### src/sv/mtet_pkg.sv
package mtet_pkg;

    localparam int unsigned W = 32;

    typedef struct packed {
        logic signed [W-1:0] x;
        logic signed [W-1:0] y;
        logic signed [W-1:0] z;
        logic signed [W-1:0] scalar;
        logic signed [W-1:0] attr;
    } t_vertex;

    typedef struct packed {
        logic signed [W-1:0] x;
        logic signed [W-1:0] y;
        logic signed [W-1:0] z;
        logic signed [W-1:0] attr;
        logic                triangle_end;
        logic                element_end;
    } t_point;

    localparam logic [1:0] TRI_CNT [16] = '{
        2'd0, 2'd1, 2'd1, 2'd2, 2'd1, 2'd2, 2'd2, 2'd1,
        2'd1, 2'd2, 2'd2, 2'd1, 2'd2, 2'd1, 2'd1, 2'd0};
    localparam logic [1:0] TRI_REV [16] = '{
        2'd0, 2'd0, 2'd0, 2'd1, 2'd0, 2'd0, 2'd2, 2'd1,
        2'd0, 2'd1, 2'd3, 2'd1, 2'd2, 2'd1, 2'd1, 2'd0};

    function automatic logic [3:0] tri_edge(input logic [3:0] code, input logic [2:0] k);
        logic [23:0] row;
        case (code)
            4'h1, 4'hE: row = {4'h0, 4'h0, 4'h0, 4'h3, 4'h2, 4'h1};
            4'h2, 4'hD: row = {4'h0, 4'h0, 4'h0, 4'h6, 4'h7, 4'h4};
            4'h3, 4'hC: row = {4'h2, 4'h6, 4'h7, 4'h7, 4'h2, 4'h3};
            4'h4, 4'hB: row = {4'h0, 4'h0, 4'h0, 4'hB, 4'h9, 4'h8};
            4'h5, 4'hA: row = {4'hB, 4'h6, 4'h1, 4'h3, 4'hB, 4'h1};
            4'h6, 4'h9: row = {4'hB, 4'h2, 4'h1, 4'hB, 4'h7, 4'h1};
            4'h7, 4'h8: row = {4'h0, 4'h0, 4'h0, 4'hD, 4'hE, 4'hC};
            default:    row = '0;
        endcase
        tri_edge = row[k*4 +: 4];
    endfunction

endpackage

### src/sv/mtet_if.sv
interface mtet_vtx_if;
    logic              valid;
    logic              ready;
    mtet_pkg::t_vertex data;
    modport source (output valid, output data, input ready);
    modport sink (input valid, input data, output ready);
endinterface

interface mtet_pt_if;
    logic             valid;
    logic             ready;
    mtet_pkg::t_point data;
    modport source (output valid, output data, input ready);
    modport sink (input valid, input data, output ready);
endinterface

### src/sv/marching_tetra_isosurface_top.sv
// Vertices 0..2 are only stored; the fourth starts 0, 3 or 6 points, each through one setup
// state, a shared restoring divider, one shared 32x31 multiplier for all four
// components and one output state that waits for a free output register.
// Throughput: one vertex a cycle while loading; input held off until the last point is
// in the output register and setup ends the cell (an empty cell passes setup only).
// Reset (i_rst_n, sync, active low) clears iso_value, the vertex count and control.
module marching_tetra_isosurface_top (
    input  logic                   i_clk,
    input  logic                   i_rst_n,
    input  logic                   i_cfg_we,
    input  logic [mtet_pkg::W-1:0] i_cfg_data,
    mtet_vtx_if.sink               i_vtx,
    mtet_pt_if.source              o_pt
);

    typedef enum logic [2:0] {S_LOAD, S_SETUP, S_DIV, S_MUL, S_OUT} t_state;

    t_state r_state;
    logic signed [31:0] r_iso;
    mtet_pkg::t_vertex r_v [4];
    logic [1:0]  r_cnt;
    logic [3:0]  r_code;
    logic [2:0]  r_pt;
    logic [1:0]  r_a, r_b;
    logic [32:0] r_rem;
    logic [32:0] r_den;
    logic [30:0] r_q;
    logic [4:0]  r_bit;
    logic [2:0]  r_comp;
    logic signed [31:0] r_res [4];
    logic        r_zero;
    logic        r_valid;
    mtet_pkg::t_point r_out;

    logic [2:0] n_tot;
    logic       n_tri;
    logic [1:0] n_c;
    logic       n_rev;
    logic [3:0] n_e;
    logic signed [32:0] n_num, n_dnm;
    logic [32:0] n_dvd;
    logic [33:0] n_trial;
    logic signed [31:0] n_va, n_vb;
    logic signed [32:0] n_d;
    logic [32:0] n_mag;
    logic [63:0] n_prod;
    logic [33:0] n_off;
    logic [3:0]  n_code;
    logic [31:0] n_t;

    assign i_vtx.ready = (r_state == S_LOAD);
    assign o_pt.valid  = r_valid;
    assign o_pt.data   = r_out;

    always_comb begin
        n_tot = {1'b0, mtet_pkg::TRI_CNT[r_code]} * 3'd3;
        n_tri = (r_pt >= 3'd3);
        n_c   = n_tri ? 2'(r_pt - 3'd3) : r_pt[1:0];
        n_rev = mtet_pkg::TRI_REV[r_code][n_tri];
        n_e   = mtet_pkg::tri_edge(r_code,
                3'({2'b0, n_tri} * 3'd3 + {1'b0, (n_rev ? 2'(2'd2 - n_c) : n_c)}));
        n_num = 33'(r_iso) - 33'(r_v[n_e[3:2]].scalar);
        n_dnm = 33'(r_v[n_e[1:0]].scalar) - 33'(r_v[n_e[3:2]].scalar);
        // first step compares num with den unshifted (quotient bit 30)
        n_dvd = (r_bit == 5'd0) ? r_rem : {r_rem[31:0], 1'b0};
        n_trial = {1'b0, n_dvd} - {1'b0, r_den};
        case (r_comp)
            3'd0:    begin n_va = r_v[r_a].x; n_vb = r_v[r_b].x; end
            3'd1:    begin n_va = r_v[r_a].y; n_vb = r_v[r_b].y; end
            3'd2:    begin n_va = r_v[r_a].z; n_vb = r_v[r_b].z; end
            default: begin n_va = r_v[r_a].attr; n_vb = r_v[r_b].attr; end
        endcase
        n_d   = 33'(n_vb) - 33'(n_va);
        n_mag = n_d[32] ? 33'(-n_d) : n_d;
        // quotient saturates at 2^30 (r_q[30] set means >= 2^30)
        n_t   = r_zero ? 32'd0 : (r_q[30] ? 32'h4000_0000 : {2'b0, r_q[29:0]});
        n_prod = n_mag[31:0] * n_t;
        n_off = 34'((n_prod + 64'h2000_0000) >> 30);
        for (int i = 0; i < 4; i++) begin
            n_code[i] = r_v[i].scalar < r_iso;
        end
        if (r_cnt == 2'd3) begin
            n_code[3] = i_vtx.data.scalar < r_iso;
        end
    end

    always_ff @(posedge i_clk) begin
        if (!i_rst_n) begin
            r_state <= S_LOAD;
            r_iso   <= '0;
            r_cnt   <= '0;
            r_valid <= 1'b0;
        end else begin
            if (i_cfg_we) begin
                r_iso <= i_cfg_data;
            end
            case (r_state)
                S_LOAD: begin
                    if (i_vtx.valid) begin
                        r_v[r_cnt] <= i_vtx.data;
                        r_cnt <= 2'(r_cnt + 2'd1);
                        if (r_cnt == 2'd3) begin
                            r_code  <= n_code;
                            r_pt    <= '0;
                            r_state <= S_SETUP;
                        end
                    end
                end
                S_SETUP: begin
                    if (r_pt == n_tot) begin
                        r_state <= S_LOAD;
                    end else begin
                        r_a    <= n_e[3:2];
                        r_b    <= n_e[1:0];
                        r_rem  <= n_num[32] ? 33'(-n_num) : n_num;
                        r_den  <= n_dnm[32] ? 33'(-n_dnm) : n_dnm;
                        r_zero <= (n_dnm == 0) || (n_num == 0) || (n_num[32] != n_dnm[32]);
                        r_q    <= '0;
                        r_bit  <= '0;
                        r_state <= S_DIV;
                    end
                end
                S_DIV: begin
                    // 31 steps give floor(num*2^30/den); num >= den saturates via bit 30
                    if (!n_trial[33]) begin
                        r_rem <= n_trial[32:0];
                        r_q   <= {r_q[29:0], 1'b1};
                    end else begin
                        r_rem <= n_dvd;
                        r_q   <= {r_q[29:0], 1'b0};
                    end
                    r_bit <= 5'(r_bit + 5'd1);
                    if (r_bit == 5'd30) begin
                        r_comp  <= '0;
                        r_state <= S_MUL;
                    end
                end
                S_MUL: begin
                    r_res[r_comp[1:0]] <= n_d[32] ? 32'(n_va - 32'(n_off))
                                                  : 32'(n_va + 32'(n_off));
                    r_comp <= 3'(r_comp + 3'd1);
                    if (r_comp == 3'd3) begin
                        r_state <= S_OUT;
                    end
                end
                S_OUT: begin
                    if (!r_valid) begin
                        r_out.x <= r_res[0];
                        r_out.y <= r_res[1];
                        r_out.z <= r_res[2];
                        r_out.attr <= r_res[3];
                        r_out.triangle_end <= (r_pt == 3'd2) || (r_pt == 3'd5);
                        r_out.element_end  <= (3'(r_pt + 3'd1) == n_tot);
                        r_valid <= 1'b1;
                        r_pt    <= 3'(r_pt + 3'd1);
                        r_state <= S_SETUP;
                    end
                end
                default: r_state <= S_LOAD;
            endcase
            if (r_valid && o_pt.ready) begin
                r_valid <= 1'b0;
            end
        end
    end

`ifndef ASSERT_OFF
    a_no_accept_busy: assert property (@(posedge i_clk) disable iff (!i_rst_n)
        (r_state != S_LOAD) |-> !i_vtx.ready) else $error("ready while busy");
    a_pt_bound: assert property (@(posedge i_clk) disable iff (!i_rst_n)
        (r_state == S_SETUP) |-> (r_pt <= n_tot)) else $error("point count overrun");
    a_div_len: assert property (@(posedge i_clk) disable iff (!i_rst_n)
        (r_state == S_DIV) |-> (r_bit <= 5'd30)) else $error("divider overrun");
    a_out_hold: assert property (@(posedge i_clk) disable iff (!i_rst_n)
        (r_valid && !o_pt.ready) |=> r_valid) else $error("item dropped");
`endif

endmodule

### src/flat_wrapper.sv
// flat-port wrapper written by rule: the top's interface ports become plain ports
module marching_tetra_isosurface_top_flat 
  (i_clk, i_rst_n, i_cfg_we, i_cfg_data, i_vtx_valid, i_vtx_data, i_vtx_ready, o_pt_valid, o_pt_data, o_pt_ready);
  mtet_vtx_if i_vtx_i ();
  mtet_pt_if o_pt_i ();
  input  logic i_clk;
  input  logic i_rst_n;
  input  logic i_cfg_we;
  input  logic [mtet_pkg::W-1:0] i_cfg_data;
  input wire logic [$bits(i_vtx_i.valid)-1:0] i_vtx_valid;
  input wire logic [$bits(i_vtx_i.data)-1:0] i_vtx_data;
  output wire logic [$bits(i_vtx_i.ready)-1:0] i_vtx_ready;
  output wire logic [$bits(o_pt_i.valid)-1:0] o_pt_valid;
  output wire logic [$bits(o_pt_i.data)-1:0] o_pt_data;
  input wire logic [$bits(o_pt_i.ready)-1:0] o_pt_ready;
  assign i_vtx_i.valid = i_vtx_valid;
  assign i_vtx_i.data = i_vtx_data;
  assign i_vtx_ready = i_vtx_i.ready;
  assign o_pt_valid = o_pt_i.valid;
  assign o_pt_data = o_pt_i.data;
  assign o_pt_i.ready = o_pt_ready;
  marching_tetra_isosurface_top u_core (.i_clk(i_clk), .i_rst_n(i_rst_n), .i_cfg_we(i_cfg_we), .i_cfg_data(i_cfg_data), .i_vtx(i_vtx_i), .o_pt(o_pt_i));
endmodule
### config.mk
export PLATFORM = sky130hd
export DESIGN_NAME = marching_tetra_isosurface_top_flat
export DESIGN_NICKNAME = d
export VERILOG_FILES = /design/src/sv/mtet_pkg.sv /design/src/sv/mtet_if.sv /design/src/sv/marching_tetra_isosurface_top.sv /design/src/flat_wrapper.sv
export SDC_FILE = /design/constraint.sdc
export NUM_CORES = 2
export LEC_CHECK = 0
export BUFFER_PORTS_ARGS = -buffer_cell sky130_fd_sc_hd__buf_4
export CORE_MARGIN = 2
export CORE_UTILIZATION = 57
export DETAILED_ROUTE_END_ITERATION = 8
export GPL_ROUTABILITY_DRIVEN = 1
export PLACE_DENSITY_LB_ADDON = 0.05
export SLEW_MARGIN = 0
export SYNTH_ARGS = -nofsm -noshare
export SYNTH_HDL_FRONTEND = slang
export SYNTH_SLANG_ARGS = --single-unit
### constraint.sdc
create_clock -name i_clk -period 15.5 [get_ports i_clk]
set_input_delay 3.875 -clock i_clk [delete_from_list [all_inputs] [get_ports i_clk]]
set_output_delay 3.875 -clock i_clk [all_outputs]
set_load 0.05 [all_outputs]
After elaboration in Yosys (flattened, before gate mapping)
Memories as Yosys holds them, arrays and structs flattened. A register that Yosys moved wholly into a read port is not among the register bits.
Index checks and enable logic that the tools add are counted.
{"block": "totals", "regBits": 157, "ram_bits": 768, "romBits": 384, "in_bits": 197, "output_inout_bits": 132, "n_memories": 5}
{"memory": "u_core.r_v", "depth": 4, "width": 160, "rd": 7, "rd_ports_with_merged_regs": 2, "write_ports": 1, "line_no": "marching_tetra_isosurface_top.sv:20", "rtl": "mtet_pkg::t_vertex r_v [4];"}
{"memory": "(no name shown)", "depth": 16, "width": 20, "rd": 1, "rd_ports_with_merged_regs": 1, "write_ports": 0, "line_no": "mtet_pkg.sv:31", "rtl": "case (code)"}
{"memory": "u_core.r_res", "depth": 4, "width": 32, "rd": 4, "rd_ports_with_merged_regs": 4, "write_ports": 1, "line_no": "marching_tetra_isosurface_top.sv:30", "rtl": "logic signed [31:0] r_res [4];"}
{"memory": "(no name shown)", "depth": 16, "width": 2, "rd": 1, "rd_ports_with_merged_regs": 0, "write_ports": 0, "line_no": "marching_tetra_isosurface_top.sv:56", "rtl": "n_tot = {1'b0, mtet_pkg::TRI_CNT[r_code]} * 3'd3;"}
{"memory": "(no name shown)", "depth": 16, "width": 2, "rd": 1, "rd_ports_with_merged_regs": 0, "write_ports": 0, "line_no": "marching_tetra_isosurface_top.sv:59", "rtl": "n_rev = mtet_pkg::TRI_REV[r_code][n_tri];"}
{"block": "classes", "addsub": 17, "mul": 3, "n_lt_le_gt_ge": 7, "eq_ne": 20, "shift": 1, "mux": 48, "bitwise": 4, "n_reduce_logical": 21}
{"op": "32-bit one-hot mux with 3 select lines", "count": 2}
{"op": "33-bit 2-to-1 mux", "count": 4}
{"op": "32-bit < comparator", "count": 4}
{"op": "32-bit 2-to-1 mux", "count": 4}
{"op": "32-bit by 32-bit subtractor with 33-bit output", "count": 3}
{"op": "33-bit logical NOT", "count": 2}
{"op": "33-bit negation", "count": 2}
{"op": "33-bit one-hot mux with 2 select lines", "count": 1}
{"op": "62-bit by 30-bit adder with 62-bit output (second input constant)", "count": 1}
{"op": "32-bit by 32-bit multiplier with 62-bit output", "count": 1}
{"op": "31-bit 2-to-1 mux", "count": 2}
{"op": "31-bit one-hot mux with 2 select lines", "count": 1}
{"op": "33-bit by 33-bit subtractor with 34-bit output", "count": 1}
{"op": "32-bit adder", "count": 1}
{"op": "32-bit negation", "count": 1}
{"op": "32-bit subtractor", "count": 1}
{"op": "3-bit 2-to-1 mux", "count": 9}
{"op": "24-bit by 6-bit variable part select with 4-bit output", "count": 1}
{"op": "2-bit 2-to-1 mux", "count": 9}
{"op": "3-bit by 2-bit == test with 1-bit output (second input constant)", "count": 5}
{"op": "3-bit one-hot mux with 5 select lines", "count": 1}
{"op": "3-bit one-hot mux with 2 select lines", "count": 2}
{"op": "3-bit AND reduction", "count": 4}
{"op": "1-bit 2-to-1 mux", "count": 10}
{"op": "33 further kinds", "count": 49}

Depth between registers and ports, before layout
An unclocked memory read counts as a cell.
{"block": "depth", "depth_word": 15, "mapped_depth": 73}

Worst setup path before layout
Ideal clock, no wire load.
{"block": "synth_path", "path_type": "register to register", "startpoint": "register (tool-made name)", "endpoint": "memory u_core.r_res[0][31] (data pin)", "arrival_time_ns": 16.710, "setup_slack_ns": -1.487, "stages_incl_launch_ff": 66, "n_path_buf": 5, "cell_sequence": "dfxtp_1 buf_6 clkbuf_1 clkbuf_1 buf_1 mux4_2 a221oi_1 ha_1 inv_1 fa_1 maj3_2 maj3_2 a31oi_1 xnor2_1 or4_4 or4_1 or3_1 or3_4 (+30 left out) and2_1 or3_1 a21boi_1 nand2_1 xnor2_1 ha_1 a21o_1 a21o_1 a21oi_1 nand2_1 a21o_1 a21o_1 a21oi_1 nor2b_1 a211oi_1 xnor2_1 xnor2_1 xor2_1"}
{"item": "to (decl)", "line_no": "marching_tetra_isosurface_top.sv:30"}

==> out/metrics.csv <==
stage,metric,value,unit
place,Placed Area,101000,sq um
cts,"Clk Latency, worst-skew pair",790,ps
setup_path,Max stage delay on crit path,580,ps
cts,H-tree depth,3,
place,IO Port Bufs,328,
floorplan,number of core rows,145,
setup_path,slowest CP cell,fa_2,
setup_path,R2R Setup Slk,-140,ps
cts,CTS Root Cell,clkbuf_16,
floorplan,die area,161000,sq um
setup_path,crit-path max FO,5,
place,detailed placer's ending HPWL,215,mm
logic_synthesis,synthesized instance count,8337,
logic_synthesis,xor/xnor share of the synthesized area,0.0314,
cts,CTS Buffer Depth,3,
finish,Post-Layout Cell Count,11491,
setup_path,"most used cell, CP",fa_1,
sta,setup TNS,-536,ps
place,gpl congestion,0.952,
cts,number of buffers created by CTS,113,
cts,hold-fix buffers at CTS,0,
min_path,HP Class,reg -> reg,
logic_synthesis,Compound-Gate Fraction of Synth Area,0.0812,
logic_synthesis,"FF+latch count, synth",1072,
logic_synthesis,Synth warnings,0,
outcome,status,"complete, but fails checks",
setup_path,CP arrival,16180,ps
logic_synthesis,simple-gate share of the synthesized area,0.116,
logic_synthesis,post-synthesis sequential area ratio,0.351,
floorplan,die height,402,um
sta,Tmin final,15640,ps
sta,worst slew pin tran,1210,ps
floorplan,die width,402,um
detailed_routing,Total Wirelength,274,mm
finish,number of fill cells in the layout,11800,
cts,Worst-path clk slew,60,ps
logic_synthesis,Synth cell types,102,
logic_synthesis,Main synth FF type,edfxtp_1,
cts,CTS tree,done,
global_routing,total track usage,0.342,
global_routing,initial antenna violation count,26,
setup_path,Crit Path Class,reg -> reg,
sta,Finish-stage setup viols,4,
detailed_routing,post-DR vias/cell,5.87,
setup_path,crit start category,register,
sta,RSZ-0062 raised after global routing,yes,
detailed_routing,average wire per standard cell,23.9,um
floorplan,# IOs,329,
finish,Storage cell area,31600,sq um
global_routing,largest net degree at the start of global routing,127,
finish,share of cells above drive strength 1,0.214,
logic_synthesis,ys async rst share,0,
floorplan,core area,157000,sq um
finish,Final nets,11007,
logic_synthesis,synthesized cell area,90200,sq um
setup_path,crit end category,register,
sta,Clock Skews,128,ps
place,pre-CTS setup slack,-698,ps
floorplan,Initial Util,0.575,
finish,area of the multi-input gates,54300,sq um
logic_synthesis,mux cell area share after synthesis,0.0767,
run,# Max-Cap Violations,0,
sta,fmax,64.0,MHz
logic_synthesis,"Net Count, Synth",10020,
setup_path,Crit path max-delay family,adder cells,
global_routing,vias in the first global route,69201,
global_routing,first-pass GRT wire length,418,mm
detailed_routing,Via Count,67467,
place,dpl cells,11214,
finish,Area Growth Syn to Fin,18.5,%
logic_synthesis,largest family of logic cells by synthesized area,adder cells,
detailed_routing,Iter 0 DRT Violations,5836,
detailed_routing,Pre-Repair DR Iteration Count,6,
logic_synthesis,"EDFF count, synth",1015,
outcome,violated checks,setup timing,
finish,"Design Area, Final",107000,sq um
sta,"Hold Vio Cnt, Final",0,
logic_synthesis,Synth Area in Adders,0.280,
detailed_routing,DRC,0,
detailed_routing,Detail Route Antenna Nets,0,
cts,Clock Sink Count,1072,
global_routing,total gr overflow,0,
sta,Final Worst Setup Slack,-135,ps
sta,crit share post-route,1.01,
sta,Rel. slew slack,0.171,
sta,Final Slew Violations,0,
setup_path,CP required,16040,ps
setup_path,CP bufs+invs,10,
logic_synthesis,syn_area_per_cell,10.8,sq um
-- kinds of logic (layout without fill, tap and decap cells) --
kind of cell	after synthesis	in the layout
other cells	0	10
compound gates	1103	1103
simple gates	2387	2387
buf+inv	1534	2620
flops	1072	1072
fa+ha+maj	1493	1493
xor+xnor	319	319
mux	429	429
-- cells in the mapped netlist, drive strengths merged, types with 65 or more instances --
master  number  area (sq um)
a21o       148          1110
a21oi      301          1510
a31oi       75           469
and2        93           582
and3        70           438
buf         65           283
clkbuf     306          1150
edfxtp    1015         30500
fa         872         17500
ha         614          7680
inv       1162          4360
mux2       104          1170
mux2i      126          1260
mux4       199          4480
nand2      959          3600
nand2b      79           494
nand3       91           455
nor2       799          3000
nor2b       97           607
o21ai      193           977
xnor2      189          1690
xor2       130          1150
-- sequential cells by signal, indices dropped and copies added (netlist names), named ones only --
signal             cells
u_core.r_cnt           2
u_core.r_b             2
u_core.r_comp          3
u_core.r_pt            3
u_core.r_v           640
u_core.o_pt.data       2
u_core.r_res         128
u_core.r_den          33
u_core.r_bit           5
u_core.o_pt.valid      1
u_core.r_rem          33
o_pt_data            128
u_core.r_zero          1
u_core.r_code          4
u_core.r_state         3
u_core.r_iso          32
u_core.r_q            31
u_core.r_a             2
-- per-stage QoR --
stage	hold slack [ps]	util
final	368	0.682
after global routing	364	0.681
after CTS	345	0.675
after detailed placement	405	0.646
after global placement	401	0.646
after floorplan	400	-
-- path summary, 6_finish.rpt --
kind                  startpoint                   to  depth (start not counted)
min reg2reg  u_core.r_res[3][16]        o_pt_data[18]                          0
max reg2reg             register  u_core.r_res[0][31]                         63
min          u_core.r_res[3][16]        o_pt_data[18]                          0
max                     register  u_core.r_res[0][31]                         63
-- metal layers --
layer  part of all wire  track usage
met5            0.00055            0
met4              0.041        0.121
met3              0.085       0.0655
met2               0.47        0.551
met1               0.41        0.466
-- cell type report --
cell class,instances,area share
Antenna cell,10,0.000234
Clock inverter,82,0.00842
Tap cell,2058,0.0241
Inverter,1163,0.0409
Sequential cell,1072,0.296
Clock buffer,132,0.0277
Multi-Input combinational cell,5731,0.508
Timing Repair Buffer,1243,0.0947
-- placed cells by master, fill, tap and decap left out, drive strengths merged, types with 93 or more instances in the layout --
cell type,n
buf,1241
inv,1167
nor2b,97
xor2,130
clkbuf,133
nor2,799
xnor2,189
mux4,199
mux2i,126
a21oi,301
nand2,959
fa,872
mux2,104
a21o,148
edfxtp,1015
ha,614
o21ai,193
and2,93
-- timing repair --
action	CTS	global route
pin swaps	69	83
gates cloned	1	1
setup buffers	22	30
resized for setup	116	153
setup endpoints to repair	75	81
Power is not shown: default switching activity piles up to over one toggle a cycle in this logic, so the estimate is an artifact.
